<file path="src/rtl/smtp_body_line_normalize_dot_stuff_core_macros.svh">
// Assertion macros for the SMTP body normalizer core.
// Used by the top level; needs aclk and aresetn in scope.
`ifndef SMTP_BODY_LINE_NORMALIZE_DOT_STUFF_CORE_MACROS_SVH
`define SMTP_BODY_LINE_NORMALIZE_DOT_STUFF_CORE_MACROS_SVH

// check a property on every clock edge outside reset
`define SMTPDOT_ASSERT(label, prop, msg) \
    label: assert property (@(posedge aclk) disable iff (!aresetn) (prop)) else $error(msg);

// check that a condition is followed by another in the next cycle
`define SMTPDOT_ASSERT_NEXT(label, cond, prop, msg) \
    label: assert property (@(posedge aclk) disable iff (!aresetn) \
        (cond) |=> (prop)) else $error(msg);

`endif

</file>
<file path="src/rtl/smtpdot_pkg.sv">
// Shared types, constants and byte tables for the SMTP body normalizer.
// No dependencies.
package smtpdot_pkg;

    localparam logic [7:0] CH_CR  = 8'h0D;
    localparam logic [7:0] CH_LF  = 8'h0A;
    localparam logic [7:0] CH_DOT = 8'h2E;

    localparam int unsigned TERM_LEN = 5;

    typedef enum logic [1:0] {
        KIND_NONE,
        KIND_PLAIN,
        KIND_STUFF,
        KIND_CRLF
    } kind_t;

    typedef struct packed {
        kind_t      kind;
        logic [7:0] data;
        logic       eob;
        logic       term;
    } desc_t;

    typedef struct packed {
        logic empty;
        logic full;
    } queue_status_t;

    typedef struct packed {
        logic       busy;
        logic [2:0] idx;
        logic [2:0] count;
    } back_status_t;

    function automatic logic [7:0] term_byte(input logic [2:0] idx);
        logic [7:0] b;
        case (idx)
            3'd0:    b = CH_CR;
            3'd1:    b = CH_LF;
            3'd2:    b = CH_DOT;
            3'd3:    b = CH_CR;
            3'd4:    b = CH_LF;
            default: b = 8'h00;
        endcase
        return b;
    endfunction

    function automatic logic [1:0] body_len(input kind_t kind);
        logic [1:0] n;
        unique case (kind)
            KIND_NONE:  n = 2'd0;
            KIND_PLAIN: n = 2'd1;
            KIND_STUFF: n = 2'd2;
            KIND_CRLF:  n = 2'd2;
        endcase
        return n;
    endfunction

endpackage

</file>
<file path="src/rtl/smtpdot_front.sv">
// Front end: accepts body bytes, tracks line state, classifies each item.
// Depends on smtpdot_pkg.
module smtpdot_front import smtpdot_pkg::*; (
    input  logic          aclk,
    input  logic          aresetn,
    input  logic          cfg_valid,
    input  logic          cfg_data,
    input  logic          s_tvalid,
    output logic          s_tready,
    input  logic [7:0]    s_tdata,
    input  logic          s_tuser,
    input  logic          s_tlast,
    input  queue_status_t q_status,
    output logic          push,
    output desc_t         push_desc
);

    logic  term_en_reg, term_en_next;
    logic  after_cr_reg, after_cr_next;
    logic  line_start_reg, line_start_next;
    logic  accept;
    kind_t kind;

    assign s_tready = !q_status.full;
    assign accept   = s_tvalid && s_tready;

    always_comb begin
        priority if (!s_tuser) begin
            kind = KIND_NONE;
        end else if (after_cr_reg && s_tdata == CH_LF) begin
            kind = KIND_NONE;
        end else if (s_tdata == CH_CR || s_tdata == CH_LF) begin
            kind = KIND_CRLF;
        end else if (line_start_reg && s_tdata == CH_DOT) begin
            kind = KIND_STUFF;
        end else begin
            kind = KIND_PLAIN;
        end
    end

    always_comb begin
        term_en_next    = cfg_valid ? cfg_data : term_en_reg;
        after_cr_next   = after_cr_reg;
        line_start_next = line_start_reg;
        if (accept) begin
            if (s_tuser) begin
                after_cr_next = (s_tdata == CH_CR);
                if (kind == KIND_CRLF) begin
                    line_start_next = 1'b1;
                end else if (kind != KIND_NONE) begin
                    line_start_next = 1'b0;
                end
            end
            if (s_tlast) begin
                after_cr_next   = 1'b0;
                line_start_next = 1'b1;
            end
        end
    end

    always_ff @(posedge aclk) begin
        if (!aresetn) begin
            term_en_reg    <= 1'b1;
            after_cr_reg   <= 1'b0;
            line_start_reg <= 1'b1;
        end else begin
            term_en_reg    <= term_en_next;
            after_cr_reg   <= after_cr_next;
            line_start_reg <= line_start_next;
        end
    end

    assign push_desc.kind = kind;
    assign push_desc.data = s_tdata;
    assign push_desc.eob  = s_tlast;
    assign push_desc.term = s_tlast && term_en_reg;

    assign push = accept && (kind != KIND_NONE || (s_tlast && term_en_reg));

endmodule

</file>
<file path="src/rtl/smtpdot_queue.sv">
// Short descriptor queue between front and back end.
// Depends on smtpdot_pkg.
module smtpdot_queue import smtpdot_pkg::*; #(
    parameter int unsigned DEPTH = 4
) (
    input  logic          aclk,
    input  logic          aresetn,
    input  logic          push,
    input  desc_t         push_desc,
    input  logic          pop,
    output desc_t         pop_desc,
    output queue_status_t status
);

    localparam int unsigned PTR_W = (DEPTH > 1) ? $clog2(DEPTH) : 1;
    localparam int unsigned CNT_W = $clog2(DEPTH + 1);

    desc_t              mem_reg [DEPTH];
    logic [PTR_W-1:0]   wr_ptr_reg, wr_ptr_next;
    logic [PTR_W-1:0]   rd_ptr_reg, rd_ptr_next;
    logic [CNT_W-1:0]   count_reg, count_next;

    function automatic logic [PTR_W-1:0] ptr_inc(input logic [PTR_W-1:0] p);
        return (p == PTR_W'(DEPTH - 1)) ? '0 : p + 1'b1;
    endfunction

    assign status.empty = (count_reg == '0);
    assign status.full  = (count_reg == CNT_W'(DEPTH));
    assign pop_desc     = mem_reg[rd_ptr_reg];

    always_comb begin
        wr_ptr_next = push ? ptr_inc(wr_ptr_reg) : wr_ptr_reg;
        rd_ptr_next = pop ? ptr_inc(rd_ptr_reg) : rd_ptr_reg;
        count_next  = count_reg;
        if (push && !pop) begin
            count_next = count_reg + 1'b1;
        end else if (pop && !push) begin
            count_next = count_reg - 1'b1;
        end
    end

    always_ff @(posedge aclk) begin
        if (!aresetn) begin
            wr_ptr_reg <= '0;
            rd_ptr_reg <= '0;
            count_reg  <= '0;
        end else begin
            wr_ptr_reg <= wr_ptr_next;
            rd_ptr_reg <= rd_ptr_next;
            count_reg  <= count_next;
        end
    end

    always_ff @(posedge aclk) begin
        if (push) begin
            mem_reg[wr_ptr_reg] <= push_desc;
        end
    end

endmodule

</file>
<file path="src/rtl/smtpdot_back.sv">
// Back end: expands each descriptor into output bytes, one per cycle while m_tready allows,
// into a registered stream output. Depends on smtpdot_pkg.
module smtpdot_back import smtpdot_pkg::*; (
    input  logic          aclk,
    input  logic          aresetn,
    input  queue_status_t q_status,
    input  desc_t         q_desc,
    output logic          pop,
    output back_status_t  status,
    output logic          m_tvalid,
    input  logic          m_tready,
    output logic [7:0]    m_tdata,
    output logic          m_tlast
);

    desc_t      cur_reg, cur_next;
    logic       busy_reg, busy_next;
    logic [2:0] idx_reg, idx_next;
    logic       m_tvalid_reg, m_tvalid_next;
    logic [7:0] m_tdata_reg, m_tdata_next;
    logic       m_tlast_reg, m_tlast_next;

    logic [1:0] blen;
    logic [2:0] count;
    logic [7:0] cur_byte;
    logic       out_adv, emit, done;

    assign blen    = body_len(cur_reg.kind);
    assign count   = {1'b0, blen} + (cur_reg.term ? 3'(TERM_LEN) : 3'd0);
    assign out_adv = !m_tvalid_reg || m_tready;
    assign emit    = busy_reg && out_adv;
    assign done    = emit && (idx_reg == count - 3'd1);
    assign pop     = !q_status.empty && (!busy_reg || done);

    always_comb begin
        if (idx_reg < {1'b0, blen}) begin
            unique case (cur_reg.kind)
                KIND_CRLF:  cur_byte = (idx_reg == 3'd0) ? CH_CR : CH_LF;
                KIND_STUFF: cur_byte = (idx_reg == 3'd0) ? CH_DOT : cur_reg.data;
                KIND_PLAIN: cur_byte = cur_reg.data;
                KIND_NONE:  cur_byte = cur_reg.data;
            endcase
        end else begin
            cur_byte = term_byte(idx_reg - {1'b0, blen});
        end
    end

    always_comb begin
        cur_next      = pop ? q_desc : cur_reg;
        busy_next     = busy_reg;
        idx_next      = idx_reg;
        m_tvalid_next = m_tvalid_reg;
        m_tdata_next  = m_tdata_reg;
        m_tlast_next  = m_tlast_reg;
        if (out_adv) begin
            m_tvalid_next = emit;
            m_tdata_next  = cur_byte;
            m_tlast_next  = done && cur_reg.eob;
        end
        if (emit) begin
            idx_next = idx_reg + 3'd1;
        end
        if (pop) begin
            busy_next = 1'b1;
            idx_next  = 3'd0;
        end else if (done) begin
            busy_next = 1'b0;
        end
    end

    always_ff @(posedge aclk) begin
        if (!aresetn) begin
            cur_reg      <= '0;
            busy_reg     <= 1'b0;
            idx_reg      <= 3'd0;
            m_tvalid_reg <= 1'b0;
        end else begin
            cur_reg      <= cur_next;
            busy_reg     <= busy_next;
            idx_reg      <= idx_next;
            m_tvalid_reg <= m_tvalid_next;
        end
    end

    always_ff @(posedge aclk) begin
        m_tdata_reg <= m_tdata_next;
        m_tlast_reg <= m_tlast_next;
    end

    assign status.busy  = busy_reg;
    assign status.idx   = idx_reg;
    assign status.count = count;

    assign m_tvalid = m_tvalid_reg;
    assign m_tdata  = m_tdata_reg;
    assign m_tlast  = m_tlast_reg;

endmodule

</file>
<file path="src/rtl/smtp_body_line_normalize_dot_stuff_core.sv">
// Top level of the SMTP body normalizer with dot stuffing.
// Depends on smtpdot_pkg, smtpdot_front, smtpdot_queue, smtpdot_back and the macros header.
//
//   channel   dir  data                      flags
//   s_*       in   tdata[7:0] in_byte        tuser has_byte, tlast end_of_body
//   m_*       out  tdata[7:0] out_byte       tlast last_out
//   cfg_*     in   cfg_data terminator_enable
//
// The back end sends one byte per cycle while m_tready allows; an item
// expands to 0 to 7 output bytes (none for a dropped LF or an empty flush,
// 1 for a plain byte, 2 for a line end or stuffed dot, plus 5 with the terminator).
// The front end takes one item per cycle while the queue has room.
// Reset is synchronous; no clearing pass.
// A stalled m_tready holds the output register and fills the queue,
// which then drops s_tready.
`include "smtp_body_line_normalize_dot_stuff_core_macros.svh"
module smtp_body_line_normalize_dot_stuff_core import smtpdot_pkg::*; #(
    parameter int unsigned QUEUE_DEPTH = 4
) (
    input  logic       aclk,
    input  logic       aresetn,
    input  logic       cfg_valid,
    output logic       cfg_ready,
    input  logic       cfg_data,     // terminator_enable
    input  logic       s_tvalid,
    output logic       s_tready,
    input  logic [7:0] s_tdata,      // [7:0] in_byte
    input  logic       s_tuser,      // [0] has_byte
    input  logic       s_tlast,
    output logic       m_tvalid,
    input  logic       m_tready,
    output logic [7:0] m_tdata,      // [7:0] out_byte
    output logic       m_tlast
);

    queue_status_t q_status;
    back_status_t  b_status;
    desc_t         push_desc, pop_desc;
    logic          push, pop;

    assign cfg_ready = 1'b1;

    smtpdot_front u_front (
        .aclk      (aclk),
        .aresetn   (aresetn),
        .cfg_valid (cfg_valid),
        .cfg_data  (cfg_data),
        .s_tvalid  (s_tvalid),
        .s_tready  (s_tready),
        .s_tdata   (s_tdata),
        .s_tuser   (s_tuser),
        .s_tlast   (s_tlast),
        .q_status  (q_status),
        .push      (push),
        .push_desc (push_desc)
    );

    smtpdot_queue #(
        .DEPTH (QUEUE_DEPTH)
    ) u_queue (
        .aclk      (aclk),
        .aresetn   (aresetn),
        .push      (push),
        .push_desc (push_desc),
        .pop       (pop),
        .pop_desc  (pop_desc),
        .status    (q_status)
    );

    smtpdot_back u_back (
        .aclk     (aclk),
        .aresetn  (aresetn),
        .q_status (q_status),
        .q_desc   (pop_desc),
        .pop      (pop),
        .status   (b_status),
        .m_tvalid (m_tvalid),
        .m_tready (m_tready),
        .m_tdata  (m_tdata),
        .m_tlast  (m_tlast)
    );

    `SMTPDOT_ASSERT(a_push_not_full, !(push && q_status.full), "push into full queue")
    `SMTPDOT_ASSERT(a_pop_not_empty, !(pop && q_status.empty), "pop from empty queue")
    `SMTPDOT_ASSERT(a_idx_in_range, !b_status.busy || (b_status.idx < b_status.count),
        "back end index past descriptor length")
    `SMTPDOT_ASSERT_NEXT(a_pop_busy, pop, b_status.busy && b_status.idx == 3'd0,
        "popped descriptor not started")

endmodule
</file>
<file path="config.mk">
export PLATFORM = sky130hd
export DESIGN_NAME = smtp_body_line_normalize_dot_stuff_core
export DESIGN_NICKNAME = d
export VERILOG_FILES = /design/src/rtl/smtpdot_pkg.sv /design/src/rtl/smtpdot_front.sv /design/src/rtl/smtpdot_queue.sv /design/src/rtl/smtpdot_back.sv /design/src/rtl/smtp_body_line_normalize_dot_stuff_core.sv
export VERILOG_INCLUDE_DIRS = /design/src /design/src/rtl
export SDC_FILE = /design/constraint.sdc
export NUM_CORES = 1
export LEC_CHECK = 0
export ABC_AREA = 0
export BUFFER_PORTS_ARGS = -buffer_cell sky130_fd_sc_hd__buf_2
export CAP_MARGIN = 20
export CELL_PAD_IN_SITES_DETAIL_PLACEMENT = 0
export CELL_PAD_IN_SITES_GLOBAL_PLACEMENT = 2
export CORE_ASPECT_RATIO = 0.6
export CORE_MARGIN = 2
export CORE_UTILIZATION = 45
export DETAILED_ROUTE_END_ITERATION = 7
export PLACE_DENSITY = 0.94
export SYNTH_ARGS = -nofsm -noshare
export SYNTH_HDL_FRONTEND = slang
export SYNTH_SLANG_ARGS = --single-unit
</file>
<file path="constraint.sdc">
create_clock -name aclk -period 9.4 [get_ports aclk]
set_input_delay 2.35 -clock aclk [delete_from_list [all_inputs] [get_ports aclk]]
set_output_delay 2.35 -clock aclk [all_outputs]
set_load 0.005 [all_outputs]
</file>
Yosys cells after proc, flatten, opt, wreduce, memory -nomap -nowiden:

Memories as Yosys holds them, arrays and structs flattened. A register that Yosys moved wholly into a read port is not among the register bits.
Index checks and enable logic that the tools add are counted.

* bits in registers: 24
* memory bits (writable): 48
* input port bits: 16
* output and inout port bits: 12
* word-level logic and storage cells: 100
* memories kept: 1

* add/subtract/negate cells: 8
* $lt $le $gt $ge: 1
* equal/unequal tests: 15
* muxes and demuxes: 25
* bitwise gates (word level): 1
* reduce and logical (&&, ||, !) cells: 38

Memory list
* u_queue.mem_reg: depth 4, bits a word 12, rd ports 1, clocked after memory_dff 1, write ports 1, line smtpdot_queue.sv:18 `desc_t mem_reg [DEPTH];`

Operator list (count)
* one-hot mux 8 bit (3 select lines): 1
* one-hot mux 6 bit (3 select lines): 1
* == test 8 x 4 -> 1 bit, second input constant: 2
* two-way mux 8 bit: 2
* two-way mux 2 bit: 6
* two-way mux 3 bit: 4
* logical AND 1 bit: 11
* == test 2 bit, second input constant: 5
* two-way mux 1 bit: 10
* OR reduction 2 bit: 5
* logical NOT 3 bit: 3
* == test 8 x 6 -> 1 bit, second input constant: 1
* nonzero test 2 bit: 4
* logical NOT 1 bit: 7
* adder 3 x 1 -> 3 bit, second input constant: 2
* == test 3 x 2 -> 1 bit, second input constant: 2
* == test 3 bit, second input constant: 2
* one-hot mux 2 bit (3 select lines): 1
* subtractor 3 x 1 -> 3 bit, second input constant: 2
* adder 2 x 1 -> 2 bit, second input constant: 2
* logical OR 1 bit: 4
* adder 2 x 3 -> 3 bit: 1
* == test 3 x 1 -> 1 bit, second input constant: 1
* == test 3 bit: 1
* other kinds (8): 8

Depth between registers and ports, before layout:

* word-level depth: 13
* gate-level depth with buffers: 15
* depth with buffers taken out: 13

Hierarchy:

A second synthesis with hierarchy kept.

* cells, all modules: 352
* area total of the unflattened synthesis: 4270.3 um2

Modules (own cells, without submodules)
* smtpdot_queue: times used 1, cells each 106, area an instance 2193.4 um2
* smtpdot_back: times used 1, cells each 197, area an instance 1694.1 um2
* smtpdot_front: times used 1, cells each 47, area an instance 371.6 um2
* smtp_body_line_normalize_dot_stuff_core: times used 1, cells each 2, area an instance 11.3 um2

Least setup slack after synthesis:

OpenSTA, ideal clock, no wires.

* path kind: input port to flip-flop
* start: in m_tready
* end: reg u_queue.count_reg[2]
* library setup time: 0.070 ns
* arrival: 4.484 ns
* required time: 9.330 ns
* path slack: 4.845 ns
* stages: 11
* buffers on the path: 2
* cell sequence: nand2b_1 > nand2_1 > o41a_1 > buf_6 > buf_12 > ha_1 > inv_1 > fa_1 > xor2_1 > or3_1 > a21oi_1

* cells in the longest elaborated chain, start to end: 8
* elaborated cells on any way between the ends: 10
* those cells by class: 1 x mux; 9 x reduce/logical

RTL lines
* start, declared: line smtp_body_line_normalize_dot_stuff_core.sv:31 `input logic m_tready,`
* logical OR 1 bit (*): line smtpdot_back.sv:30 `assign out_adv = !m_tvalid_reg || m_tready;`
* logical AND 1 bit (*): line smtpdot_back.sv:31 `assign emit = busy_reg && out_adv;`
* logical AND 1 bit (*): line smtpdot_back.sv:32 `assign done = emit && (idx_reg == count - 3'd1);`
* logical OR 1 bit (*): line smtpdot_back.sv:33 `assign pop = !q_status.empty && (!busy_reg || done);`
* logical AND 1 bit (*): line smtpdot_back.sv:33
* logical NOT 1 bit: line smtpdot_queue.sv:35 `if (push && !pop) begin`
* logical AND 1 bit: line smtpdot_queue.sv:35
* two-way mux 3 bit or nonzero test 2 bit (tied branches)
* end signal, assigned: line smtpdot_queue.sv:50 `count_reg <= count_next;`
* end, declared: line smtpdot_queue.sv:21 `logic [CNT_W-1:0] count_reg, count_next;`

Every way passes the cells marked *; elsewhere a longest branch is shown, timed or not.
A chain may end at the register's enable or synchronous reset.

Worst setup path in the final report:

Same ends and word-level chain as after synthesis.

==> impl_metrics.json <==
{
  "yosysWarningCount": 0,
  "pin_count": 28,
  "placedCellCount": 397,
  "drtIter0Drc": 173,
  "rsz0062_at_grt": "no",
  "grt-ovfl-total": 0,
  "synth_largest_area_cell": "edfxtp_1",
  "grt_use_total": 0.169,
  "utilization": 0.535,
  "path_max_fanout": 18,
  "hp-class": "register to register",
  "yosysSeqAreaShare": 0.603,
  "dpl.hpwl_mm": 4.70,
  "cts_sinks": 84,
  "cts_setup_buffers": 0,
  "start_util": 0.469,
  "pre_cts_ws_ns": 3.81,
  "grt_pass1_wl_mm": 11.4,
  "status": "finished, final reports clean",
  "tns_ns": 0,
  "slew_headroom": 0.293,
  "synth_edf_count": 57,
  "synth_xor_area_frac": 0.0234,
  "cts_resized": 0,
  "worstSkewPairLatency_ns": 0.33,
  "synth_area_um2": 3740,
  "async_flop_share": 0,
  "largest_register_ffs": 48,
  "synth_area_leaders": "edfxtp_1 46%, dfxtp_1 14%, mux4_2 7.2%",
  "drc_errors": 0,
  "synthCells": 275,
  "cts_inserted_buffers": 9,
  "final_max_slew_viol_count": 0,
  "end_kind": "register",
  "synth_top_family_by_area": "multiplexers",
  "dr.pass1.iters": 4,
  "die_y_um": 74.6,
  "syn_area_per_cell_um2": 13.6,
  "cts_hold_buf": 0,
  "path_clk_slew_ns": 0.06,
  "wire_per_inst_um": 16.2,
  "synthMuxAreaShare": 0.124,
  "power_density_nw_per_um2": 301,
  "first_global_vias": 2209,
  "startpoint_type": "input pin",
  "fin_nets": 331,
  "vias": 2174,
  "clock_path_buffers": 2,
  "clock_skew_ns": 0.00652,
  "grt_max_degree": 34,
  "area_growth_pct": 14.2,
  "fin_crit_ns": 5.24,
  "antenna_left": 0,
  "diodes": 0,
  "peakVddDrop_uv": 154,
  "wirelength_mm": 6.71,
  "finalSetupViolCount": 0,
  "post_route_cells_drive_above_1_share": 0.216,
  "die-area_um2": 9070,
  "cp.required_ns": 9.65,
  "tritoncts": "done",
  "viasPerCell": 5.25,
  "die_w_um": 122,
  "synth_simple_gate_area_share": 0.114,
  "coreArea_um2": 7980,
  "ys.flop_type": "edfxtp_1",
  "cap_viol_max_count": 0,
  "tightest_slew_ns": 1.06,
  "h-tree-depth": 3,
  "synth_fa_ha_area_frac": 0.0509,
  "instances_no_fill": 414,
  "ys_types": 51,
  "cp.arrival_ns": 5.49,
  "p_total_mw": 1.29,
  "gp_congestion": 0.715,
  "fmax_ghz": 0.191,
  "antenna_found_initial": 0,
  "synth_top_area_share": 0.458,
  "rows": 25,
  "finalCritPeriodShare": 0.558,
  "crit_type": "input pin to register",
  "leakagePower_nw": 1.62,
  "synth_nets": 305,
  "ys_seq_elements": 84,
  "fill_cells": 672,
  "port_buffers": 26,
  "setup_slack_ns": 4.16,
  "synth_compound_area_frac": 0.0519,
  "hold_viol_final": 0,
  "cts-root-buf": "clkbuf_16"
}
==> critical path, cell delays in order <==
cell and delay, ns:
buf_2 0.09, nand2b_1 0.41, nand2_1 0.32, o41a_1 0.86, ha_1 0.35, inv_1 0.07, fa_1 0.38, xor2_1 0.18
or3_1 0.31, a21oi_1 0.16
==> worst paths after layout <==
path / start / end / slack, ns / depth (start not counted)
worst max-delay path: m_tready / u_queue.count_reg[2] / 4.16 / 10
worst min register to register: u_back.cur_reg[4] / u_back.cur_reg[4] / 0.47 / 2
worst max register to register: u_back.cur_reg[11] / u_queue.count_reg[2] / 5.54 / 13
worst min-delay path: u_back.cur_reg[4] / u_back.cur_reg[4] / 0.47 / 2
==> kinds of logic after synthesis <==
| kind of cell | after synthesis |
|---|---|
| flip-flops | 84 |
| AND/OR/NAND/NOR | 81 |
| multiplexers | 31 |
| AO/OA/AOI/OAI | 30 |
| buffers and inverters | 24 |
| adder cells (fa/ha/maj) | 14 |
| XOR/XNOR | 10 |
| other | 1 |
==> synth_stat cells (5+ instances only) <==
library cell,instances
ha_1,12
mux2i_1,17
edfxtp_1,57
o21ai_0,9
xnor2_1,5
nand2_1,36
mux4_2,12
dfxtp_1,27
xor2_1,5
clkbuf_1,7
and2_1,5
nor2_1,8
a21oi_1,9
inv_1,12
==> cell usage in the layout, fill, tap and decap left out, types with 2 or more instances in the layout <==
cell	instances
a21oi_1	9
and2_1	5
and3_1	4
and3_2	3
buf_2	26
bufinv_16	2
clkbuf_16	9
dfxtp_1	27
edfxtp_1	57
fa_1	2
ha_1	12
inv_1	12
inv_6	2
mux2_2	2
mux2i_1	17
mux4_2	12
nand2_1	36
nand2b_1	2
nand3_1	3
nand3b_1	2
nor2_1	8
nor2b_1	2
nor3_1	3
o21a_1	2
o21ai_0	9
or3_1	2
or4_1	2
xnor2_1	5
xor2_1	5
==> per-layer routing <==
layer,part of all wire,GRT usage
met3,0.054,0.0483
met4,0.0064,0.0421
met1,0.50,0.240
met5,0,0
met2,0.44,0.260
==> through the flow <==
stage               hold WS (ns)  cell area (µm²)
floorplan                  0.433             3740
global placement           0.450             3930
detailed placement         0.462             3930
CTS                        0.471             4260
global route               0.485             4270
finish                     0.465             4270
==> cell type report <==
cell class,instances,area [µm²],share of cell area
clock inverters,6,93.8,0.0220
flip-flops and latches,84,2250,0.528
inverters,12,45.0,0.0106
multi-input cells,167,1370,0.320
repair buffers,27,135,0.0317
well taps,108,135,0.0317
clock buffers,10,239,0.0560
==> where the power goes <==
group / internal (mW) / switching (mW) / total, mW
registers: 0.473 / 0.0545 / 0.528
logic: 0.185 / 0.191 / 0.376
clock network: 0.242 / 0.140 / 0.382
Note: power is estimated with default switching activity, not from simulation.
